===== src/design/page_bitmap_allocator_defines.svh =====
// assertion macros for the page bitmap allocator
// included by page_bitmap_allocator, which carries concurrent checks; needs no other file
`ifndef PAGE_BITMAP_ALLOCATOR_DEFINES_SVH
`define PAGE_BITMAP_ALLOCATOR_DEFINES_SVH

`ifndef SYNTH

// same-cycle implication, disabled during reset
`define PBA_ASSERT_IMP(lbl, clk, rstn, ante, cons) \
    lbl: assert property (@(posedge clk) disable iff (!(rstn)) (ante) |-> (cons)) \
        else $error("page allocator check failed");

// next-cycle implication, disabled during reset
`define PBA_ASSERT_NEXT(lbl, clk, rstn, ante, cons) \
    lbl: assert property (@(posedge clk) disable iff (!(rstn)) (ante) |=> (cons)) \
        else $error("page allocator check failed");

`else

`define PBA_ASSERT_IMP(lbl, clk, rstn, ante, cons)
`define PBA_ASSERT_NEXT(lbl, clk, rstn, ante, cons)

`endif

`endif


===== src/design/pba_pkg.sv =====
// shared types and constants of the page bitmap allocator
// used by pba_word_unit, pba_map_ram and page_bitmap_allocator; no dependencies
package pba_pkg;

    localparam int ADDR_W     = 32;
    localparam int WORD_W     = 32;
    localparam int BIT_W      = 5;
    localparam int COUNT_W    = 12;
    localparam int OUT_DATA_W = 48;
    localparam int OUT_PAD_W  = OUT_DATA_W - ADDR_W - 1 - COUNT_W;

    localparam logic [ADDR_W-1:0] REGION_BASE_RST = 32'h0010_0000;

    // request into the shared map word unit
    typedef struct packed {
        logic [WORD_W-1:0] word;     // map word as read
        logic [WORD_W-1:0] pad;      // bits past the last page, treated as used
        logic              clear_op; // 1 test and clear bit_pos, 0 find lowest free
        logic [BIT_W-1:0]  bit_pos;  // bit to free
    } t_unit_req;

    // answer of the shared map word unit
    typedef struct packed {
        logic              hit;      // free bit found, or freed bit was used
        logic [BIT_W-1:0]  bit_pos;  // bit found or freed
        logic [WORD_W-1:0] word;     // word to write back
    } t_unit_res;

endpackage


===== src/design/pba_map_ram.sv =====
// used map storage: one write port, one read port with registered data
// depends on pba_pkg for the word width
module pba_map_ram #(
    parameter int DEPTH  = 64,
    parameter int IDX_W  = 6
) (
    input  logic                      i_clk,
    input  logic                      i_wr_en,
    input  logic [IDX_W-1:0]          i_wr_addr,
    input  logic [pba_pkg::WORD_W-1:0] i_wr_data,
    input  logic                      i_rd_en,
    input  logic [IDX_W-1:0]          i_rd_addr,
    output logic [pba_pkg::WORD_W-1:0] o_rd_data
);
    import pba_pkg::*;

    logic [WORD_W-1:0] r_mem [DEPTH];
    logic [WORD_W-1:0] r_rd_data;

    // write port
    always_ff @(posedge i_clk) begin
        if (i_wr_en) begin
            r_mem[i_wr_addr] <= i_wr_data;
        end
    end

    // registered read port
    always_ff @(posedge i_clk) begin
        if (i_rd_en) begin
            r_rd_data <= r_mem[i_rd_addr];
        end
    end

    assign o_rd_data = r_rd_data;

endmodule


===== src/design/pba_word_unit.sv =====
// shared map word unit: lowest free bit search and set, or bit test and clear
// depends on pba_pkg for the request and answer structs
module pba_word_unit (
    input  pba_pkg::t_unit_req i_req,
    output pba_pkg::t_unit_res o_res
);
    import pba_pkg::*;

    logic [WORD_W-1:0] w_masked;
    logic [BIT_W-1:0]  w_free_pos;
    logic              w_free_any;
    logic [BIT_W-1:0]  w_pos;
    logic [WORD_W-1:0] w_onehot;

    // priority encoder for the lowest zero bit
    always_comb begin
        w_masked   = i_req.word | i_req.pad;
        w_free_pos = '0;
        for (int i = WORD_W - 1; i >= 0; i--) begin
            if (!w_masked[i]) begin
                w_free_pos = BIT_W'(i);
            end
        end
        w_free_any = ~&w_masked;
    end

    // select the bit of interest and build the updated word
    always_comb begin
        w_pos    = i_req.clear_op ? i_req.bit_pos : w_free_pos;
        w_onehot = WORD_W'(1) << w_pos;
        o_res.bit_pos = w_pos;
        if (i_req.clear_op) begin
            o_res.hit  = i_req.word[w_pos];
            o_res.word = i_req.word & ~w_onehot;
        end else begin
            o_res.hit  = w_free_any;
            o_res.word = i_req.word | w_onehot;
        end
    end

endmodule


===== src/design/page_bitmap_allocator.sv =====
// page_bitmap_allocator: first-fit page allocator over a one-bit-per-page map
// depends on pba_pkg, pba_map_ram, pba_word_unit and page_bitmap_allocator_defines.svh
//
//  channel   dir  handshake                 payload
//  s_axis    in   tvalid / tready           tuser mode, tdata release_address
//  m_axis    out  tvalid / tready           tdata page_address, granted, pages_in_use
//  cfg       in   i_cfg_wr_en               i_cfg_wr_data region_base
//
// allocate: the scan reads one 32-bit map word per cycle through the map ram's single
//   read port and stops at the first word with a free page, or after the last word
// release: the map word is read in S_REL_RD and its bit tested and cleared in S_REL_CHK;
//   an address out of range skips the read and goes straight to S_DONE
// after reset a clearing pass writes zero to every map word before s_axis_tready
// one request is in work at a time; a finished result waits in the output register and
//   the next request is taken meanwhile; a new result waits for that register to empty
`include "page_bitmap_allocator_defines.svh"

module page_bitmap_allocator #(
    parameter int PAGE_COUNT = 2048,
    parameter int PAGE_SHIFT = 12
) (
    input  logic        i_clk,
    input  logic        i_rst_n,
    // configuration: region_base
    input  logic        i_cfg_wr_en,
    input  logic [31:0] i_cfg_wr_data,
    // request stream
    input  logic        s_axis_tvalid,
    output logic        s_axis_tready,
    input  logic [31:0] s_axis_tdata,  // [31:0] release_address
    input  logic        s_axis_tuser,  // [0] mode
    // result stream
    output logic        m_axis_tvalid,
    input  logic        m_axis_tready,
    output logic [47:0] m_axis_tdata   // [31:0] page_address, [32] granted,
                                       // [44:33] pages_in_use, [47:45] zero
);
    import pba_pkg::*;

    localparam int MAP_WORDS  = (PAGE_COUNT + WORD_W - 1) / WORD_W;
    localparam int WORD_IDX_W = (MAP_WORDS > 1) ? $clog2(MAP_WORDS) : 1;
    localparam int PAGE_IDX_W = $clog2(PAGE_COUNT);
    localparam int LAST_BITS  = PAGE_COUNT - (MAP_WORDS - 1) * WORD_W;
    localparam logic [63:0] LAST_ONES = (64'd1 << LAST_BITS) - 64'd1;
    localparam logic [WORD_W-1:0] PAD_MASK = ~LAST_ONES[WORD_W-1:0];
    localparam logic [WORD_IDX_W-1:0] LAST_WORD = WORD_IDX_W'(MAP_WORDS - 1);
    localparam logic [WORD_IDX_W:0]   WORD_END  = (WORD_IDX_W + 1)'(MAP_WORDS);

    typedef enum logic [2:0] {
        S_CLEAR,
        S_IDLE,
        S_ALLOC,
        S_REL_RD,
        S_REL_CHK,
        S_DONE
    } t_state;

    t_state                  r_state;
    logic [ADDR_W-1:0]       r_base;
    logic [COUNT_W-1:0]      r_count;
    logic [WORD_IDX_W:0]     r_issue;
    logic [WORD_IDX_W-1:0]   r_chk;
    logic                    r_chk_vld;
    logic                    r_rel_ok;
    logic [WORD_IDX_W-1:0]   r_rel_word;
    logic [BIT_W-1:0]        r_rel_bit;
    logic [PAGE_IDX_W-1:0]   r_page_idx;
    logic                    r_res_grant;
    logic                    r_res_alloc;
    logic                    r_out_valid;
    logic [ADDR_W-1:0]       r_out_addr;
    logic                    r_out_grant;
    logic [COUNT_W-1:0]      r_out_count;

    logic                    w_accept;
    logic [ADDR_W-1:0]       w_rel_idx;
    logic                    w_rd_en;
    logic [WORD_IDX_W-1:0]   w_rd_addr;
    logic                    w_wr_en;
    logic [WORD_IDX_W-1:0]   w_wr_addr;
    logic [WORD_W-1:0]       w_wr_data;
    logic [WORD_W-1:0]       w_rd_data;
    logic                    w_out_load;
    logic [ADDR_W-1:0]       w_alloc_addr;
    t_unit_req               u_req;
    t_unit_res               u_res;

    assign s_axis_tready = (r_state == S_IDLE);
    assign w_accept      = s_axis_tvalid && s_axis_tready;
    assign w_out_load    = (r_state == S_DONE) && (!r_out_valid || m_axis_tready);

    // release index: offset from the region base, page bits dropped
    assign w_rel_idx = (s_axis_tdata - r_base) >> PAGE_SHIFT;

    // allocated address, taken modulo 2^32
    assign w_alloc_addr = r_base + (ADDR_W'(r_page_idx) << PAGE_SHIFT);

    // map ram read and write controls
    always_comb begin
        w_rd_en   = 1'b0;
        w_rd_addr = r_issue[WORD_IDX_W-1:0];
        w_wr_en   = 1'b0;
        w_wr_addr = r_issue[WORD_IDX_W-1:0];
        w_wr_data = '0;
        case (r_state)
            S_CLEAR: begin
                w_wr_en = 1'b1;
            end
            S_ALLOC: begin
                w_rd_en   = (r_issue < WORD_END);
                w_wr_en   = r_chk_vld && u_res.hit;
                w_wr_addr = r_chk;
                w_wr_data = u_res.word;
            end
            S_REL_RD: begin
                w_rd_en   = r_rel_ok;
                w_rd_addr = r_rel_word;
            end
            S_REL_CHK: begin
                w_wr_en   = u_res.hit;
                w_wr_addr = r_rel_word;
                w_wr_data = u_res.word;
            end
            default: begin
                w_rd_en = 1'b0;
            end
        endcase
    end

    // shared word unit input
    always_comb begin
        u_req.word     = w_rd_data;
        u_req.pad      = (r_state == S_ALLOC && r_chk == LAST_WORD) ? PAD_MASK : '0;
        u_req.clear_op = (r_state != S_ALLOC);
        u_req.bit_pos  = r_rel_bit;
    end

    pba_map_ram #(
        .DEPTH (MAP_WORDS),
        .IDX_W (WORD_IDX_W)
    ) u_map_ram (
        .i_clk     (i_clk),
        .i_wr_en   (w_wr_en),
        .i_wr_addr (w_wr_addr),
        .i_wr_data (w_wr_data),
        .i_rd_en   (w_rd_en),
        .i_rd_addr (w_rd_addr),
        .o_rd_data (w_rd_data)
    );

    pba_word_unit u_word_unit (
        .i_req (u_req),
        .o_res (u_res)
    );

    // configuration register
    always_ff @(posedge i_clk) begin
        if (!i_rst_n) begin
            r_base <= REGION_BASE_RST;
        end else if (i_cfg_wr_en) begin
            r_base <= i_cfg_wr_data;
        end
    end

    // sequencer, in-use count and result register
    always_ff @(posedge i_clk) begin
        if (!i_rst_n) begin
            r_state     <= S_CLEAR;
            r_issue     <= '0;
            r_chk_vld   <= 1'b0;
            r_count     <= '0;
            r_out_valid <= 1'b0;
        end else begin
            // output register: load a finished result, or empty it on a transaction
            if (w_out_load) begin
                r_out_valid <= 1'b1;
            end else if (m_axis_tready) begin
                r_out_valid <= 1'b0;
            end
            case (r_state)
                S_CLEAR: begin
                    r_issue <= r_issue + 1'b1;
                    if (r_issue[WORD_IDX_W-1:0] == LAST_WORD) begin
                        r_state <= S_IDLE;
                    end
                end
                S_IDLE: begin
                    if (w_accept) begin
                        r_issue     <= '0;
                        r_chk_vld   <= 1'b0;
                        r_res_grant <= 1'b0;
                        r_res_alloc <= !s_axis_tuser;
                        r_rel_ok    <= (w_rel_idx < ADDR_W'(PAGE_COUNT));
                        r_rel_word  <= WORD_IDX_W'(w_rel_idx >> BIT_W);
                        r_rel_bit   <= w_rel_idx[BIT_W-1:0];
                        r_state     <= s_axis_tuser ? S_REL_RD : S_ALLOC;
                    end
                end
                S_ALLOC: begin
                    // issue the next word while the previous one is checked
                    r_issue   <= r_issue + 1'b1;
                    r_chk     <= r_issue[WORD_IDX_W-1:0];
                    r_chk_vld <= w_rd_en;
                    if (r_chk_vld && u_res.hit) begin
                        r_page_idx  <= PAGE_IDX_W'({r_chk, u_res.bit_pos});
                        r_res_grant <= 1'b1;
                        r_count     <= r_count + COUNT_W'(1);
                        r_state     <= S_DONE;
                    end else if (r_chk_vld && r_chk == LAST_WORD) begin
                        // map full
                        r_state <= S_DONE;
                    end
                end
                S_REL_RD: begin
                    r_state <= r_rel_ok ? S_REL_CHK : S_DONE;
                end
                S_REL_CHK: begin
                    if (u_res.hit) begin
                        r_res_grant <= 1'b1;
                        r_count     <= r_count - COUNT_W'(1);
                    end
                    r_state <= S_DONE;
                end
                S_DONE: begin
                    if (w_out_load) begin
                        r_out_addr  <= (r_res_alloc && r_res_grant) ? w_alloc_addr : '0;
                        r_out_grant <= r_res_grant;
                        r_out_count <= r_count;
                        r_state     <= S_IDLE;
                    end
                end
                default: begin
                    r_state <= S_IDLE;
                end
            endcase
        end
    end

    assign m_axis_tvalid = r_out_valid;
    assign m_axis_tdata  = {{OUT_PAD_W{1'b0}}, r_out_count, r_out_grant, r_out_addr};

    // checks
    `PBA_ASSERT_IMP(a_count_step, i_clk, i_rst_n, r_count != $past(r_count), (r_count == $past(r_count) + COUNT_W'(1)) || (r_count == $past(r_count) - COUNT_W'(1)))
    `PBA_ASSERT_IMP(a_write_state, i_clk, i_rst_n, w_wr_en, (r_state == S_CLEAR) || (r_state == S_ALLOC) || (r_state == S_REL_CHK))
    `PBA_ASSERT_IMP(a_chk_range, i_clk, i_rst_n, (r_state == S_ALLOC) && r_chk_vld, r_chk <= LAST_WORD)
    `PBA_ASSERT_IMP(a_out_free, i_clk, i_rst_n, w_out_load, !r_out_valid || m_axis_tready)
    `PBA_ASSERT_NEXT(a_rel_miss, i_clk, i_rst_n, (r_state == S_REL_CHK) && !u_res.hit, $stable(r_count))

endmodule


===== config.mk =====
export PLATFORM = sky130hd
export DESIGN_NAME = page_bitmap_allocator
export DESIGN_NICKNAME = d
export VERILOG_FILES = /design/src/design/pba_pkg.sv /design/src/design/pba_map_ram.sv /design/src/design/pba_word_unit.sv /design/src/design/page_bitmap_allocator.sv
export VERILOG_INCLUDE_DIRS = /design/src /design/src/design
export SDC_FILE = /design/constraint.sdc
export NUM_CORES = 2
export LEC_CHECK = 0
export ABC_AREA = 1
export BUFFER_PORTS_ARGS = -buffer_cell sky130_fd_sc_hd__buf_2
export CAP_MARGIN = 5
export CELL_PAD_IN_SITES_DETAIL_PLACEMENT = 1
export CELL_PAD_IN_SITES_GLOBAL_PLACEMENT = 1
export CORE_MARGIN = 4
export CORE_UTILIZATION = 52
export CTS_CLUSTER_DIAMETER = 150
export DETAILED_ROUTE_END_ITERATION = 12
export HOLD_SLACK_MARGIN = 0.12
export PLACE_DENSITY_LB_ADDON = 0.1
export SLEW_MARGIN = 20
export SYNTH_ARGS = -nofsm -noshare
export SYNTH_HDL_FRONTEND = slang
export SYNTH_SLANG_ARGS = --single-unit

===== constraint.sdc =====
create_clock -name i_clk -period 7.3 [get_ports i_clk]
set_clock_uncertainty 0.1 [all_clocks]
set_input_delay 0.73 -clock i_clk [delete_from_list [all_inputs] [get_ports i_clk]]
set_output_delay 0.73 -clock i_clk [all_outputs]
set_load 0.02 [all_outputs]

==> results_dict.tcl <==
set metrics [dict create \
    crit_top_cell "nand2_1" \
    cts_root_buffer "clkbuf_16" \
    design.die.area_um2 178000 \
    core-area_um2 170000 \
    grt_max_degree 181 \
    synth.yosys.warnings 0 \
    clk_path_buf_depth 3 \
    slew_headroom_pct 23.1 \
    grt_overflow 0 \
    dp_hpwl_um 166000 \
    cts_buffers 224 \
    grt_pass1_vias 63100 \
    period_needed_ns 6.19 \
    post_cts_buffers 0 \
    synth.cell_area_um2 89000 \
    hold_depth 3 \
    reg2reg_from "u_map_ram.o_rd_data[30]" \
    detail_route.vias_per_cell 6.48 \
    irDropWorstVdd_v 0.000423 \
    path_delay_family "simple AND/OR/NAND/NOR gates" \
    maxCapViolCount 0 \
    place.gp.congestion 0.933 \
    hold_class "input port to flop" \
    r2r_cells 45 \
    drc 0 \
    wl_per_cell_um 30.3 \
    start_util_pct 52.4 \
    finalSetupViolCount 0 \
    cts_tree "yes" \
    io_buffers 116 \
    antenna_found_initial 13 \
    die_w_um 422 \
    insertion_delay_ns 0.86 \
    hp-start "i_cfg_wr_data[16]" \
    clkTransAtPathRegs_ns 0.06 \
    synth_top_family_by_area "compound AO/OA/AOI/OAI gates" \
    syn_to_final_growth_pct 13.5 \
    num_vias 61700 \
    n_fill_cell 16500 \
    powerDensity_nw_per_um2 399 \
    r2r_end "u_map_ram.r_mem[35][5]" \
    synth_seq_cells 2212 \
    synthMuxAreaShare_pct 0 \
    whs_ns 0.176 \
    synth_area_leaders "edfxtp_1, o21ai_0, nor2_1, o22ai_1, clkbuf_1" \
    max_freq_mhz 161 \
    avgSynthCellArea_um2 12.7 \
    fin_crit_sh_pct 84.8 \
    reg2reg_slack_ns 1.11 \
    path_class "flop to flop" \
    status "finished clean" \
    cp-end-kind "flop" \
    routed_wl_um 289000 \
    synth_cells 7024 \
    drt_iter0_markers 7285 \
    dr.pass1.iters 8 \
    postRouteAntennaNets 0 \
    slowest_delay_ns 0.89 \
    finalMaxSlewViolations 0 \
    synthSimpleGateAreaFrac_pct 8.24 \
    htree_levels 4 \
    grt_pass1_wl_um 422000 \
    synth-compound-area-share_pct 13.9 \
    worst_slew_pin_slew_ns 1.15 \
    grt_usage_pct 31.9 \
    place_worst_setup_slack_ns 1.25 \
    ios 120 \
    cpMaxStageDelayCell "nor2_4" \
    cp.arrival_ns 6.61 \
    yosysSeqAreaShare_pct 74.0 \
    rsz0062_at_grt "false" \
    layout-drive-gt1-share_pct 10.1 \
    netlist.area_leader.share_pct 72.8 \
    synth_fa_ha_area_share_pct 0.776 \
    row_count 151 \
    final_hold_viol_count 0 \
    holdPathEnd "r_base[16]" \
    path_buf_inv 2 \
    setup_tns_ns 0 \
    power.leakage_nw 33.2 \
    die_h_um 422 \
    nets 7236 \
    cp-start-kind "flop" \
    cts_sinks 2212 \
    timing.final.ws_setup_ns 1.11 \
    required_ns 7.72 \
    ys_types 48 \
    yosys.area.top_type "edfxtp_1" \
    critical_path.max_fanout 24 \
    synth-xor-area-share_pct 0.276 \
]
## how the worst max path moves through the flow
stage,cells past startpoint,start,end
final,45,u_map_ram.o_rd_data[30],u_map_ram.r_mem[35][5]
after global routing,45,u_map_ram.o_rd_data[30],u_map_ram.r_mem[35][5]
after CTS,45,u_map_ram.o_rd_data[30],u_map_ram.r_mem[35][5]
after detailed placement,45,u_map_ram.o_rd_data[30],u_map_ram.r_mem[35][11]
after global placement,45,u_map_ram.o_rd_data[30],u_map_ram.r_mem[35][11]
after floorplan,40,u_map_ram.o_rd_data[30],u_map_ram.r_mem[0][18]
## layout by cell type (no fill, tap or decap), drive strengths merged, types with 4 or more instances in the layout
master | Yosys | layout
bufinv | 0 | 17
o21a | 9 | 9
a311oi | 6 | 6
xnor2 | 7 | 7
clkinvlp | 0 | 9
xor2 | 21 | 21
nand3 | 126 | 126
nor4 | 8 | 8
o21ai | 1368 | 1368
inv | 173 | 183
clkinv | 3 | 101
o22ai | 512 | 512
a31oi | 4 | 4
clkbuf | 464 | 284
ha | 52 | 52
o221ai | 125 | 125
diode | 0 | 4
a221oi | 5 | 5
edfxtp | 2156 | 2156
nor2 | 1472 | 1472
buf | 16 | 307
nand3b | 8 | 8
nand4 | 14 | 14
a21oi | 142 | 142
nand2 | 226 | 226
o211ai | 4 | 4
a211oi | 19 | 19
dlygate4sd3 | 0 | 33
nor3 | 9 | 9
dfxtp | 56 | 56
## metrics by stage
step / instances / power, W / instance area, µm² / util, %
global route: 9522 / 0.0419 / 101000 / 59.5
floorplan: 7026 / 0.0233 / 89000 / -
finish: 9526 / 0.0403 / 101000 / 59.5
global placement: 9053 / 0.0285 / 93100 / 54.9
CTS: 9517 / 0.0401 / 101000 / 59.4
detailed placement: 9066 / 0.0289 / 93400 / 55.1
## final cells by class
| type | count | area, µm² | area share (%) |
|---|---|---|---|
| Timing Repair Buffer | 340 | 3040 | 3.01 |
| Clock inverter | 134 | 1140 | 1.13 |
| Sequential cell | 2212 | 65900 | 65.2 |
| Multi-Input combinational cell | 4158 | 21500 | 21.3 |
| Inverter | 176 | 688 | 0.682 |
| Antenna cell | 4 | 10.0 | 0.00991 |
| Clock buffer | 284 | 5940 | 5.88 |
| Tap cell | 2218 | 2780 | 2.75 |
## registers in the layout, indices dropped and copies added (netlist names)
register,cells
r_page_idx,11
r_out_count,12
r_rel_word,6
r_out_grant,1
r_chk,6
r_out_addr,32
r_count,12
r_res_alloc,1
r_chk_vld,1
r_rel_ok,1
r_rel_bit,5
m_axis_tvalid,1
u_map_ram.r_mem,2048
u_map_ram.o_rd_data,32
r_issue,7
r_state,3
r_base,32
r_res_grant,1
## what timing repair did
item | CTS | global route
resized for setup | 0 | 0
endpoints found under the hold margin | 32 | 0
hold buffers | 33 | 0
## power breakdown
group          switching, W  total (W)  internal [W]  leakage [nW]
logic                0.0101     0.0130       0.00289          9.34
clock network       0.00485     0.0112       0.00633          3.44
registers          0.000211     0.0161        0.0159          20.4
## Yosys cell counts (all sizes together)
cell	n
o221ai	125
xor2	21
ha	52
o21ai	1368
o22ai	512
nor4	8
clkbuf	464
buf	16
nor3b	1
o31ai	3
a2111oi	1
clkinv	3
nand2	226
dfxtp	56
a21oi	142
nor3	9
o311ai	1
nand3	126
edfxtp	2156
a31oi	4
or2	1
nor2	1472
xnor2	7
o2bb2ai	1
o21a	9
o21bai	3
conb	1
a221oi	5
a211oi	19
inv	173
nand4	14
fa	2
nand3b	8
a21o	3
a22oi	2
a311oi	6
o211ai	4
## per-layer routing
layer  share of wire (%)  vias up  track usage (%)
met5              0.0090        -                0
met4                 4.9        4             14.6
met3                 8.7      584             6.14
met2                  47     2923             50.8
met1                  39    31900             42.9
li1                    -    26300                -
## logic make-up (layout without fill, tap and decap cells)
logic type,count (synthesis),count (layout)
AOI/OAI and AO/OA,2208,2208
xor gates and xnor gates,28,28
adders and majority gates,54,54
buffers and inverters,656,934
DFF,2212,2212
other,1,7
and+or+nand+nor,1865,1865
## tightest hold or removal path, stage by stage
cell     delay (ns)
buf_2          0.08
o21ai_0        0.13
a21oi_1        0.14
Note: power is estimated with default switching activity, not from simulation.
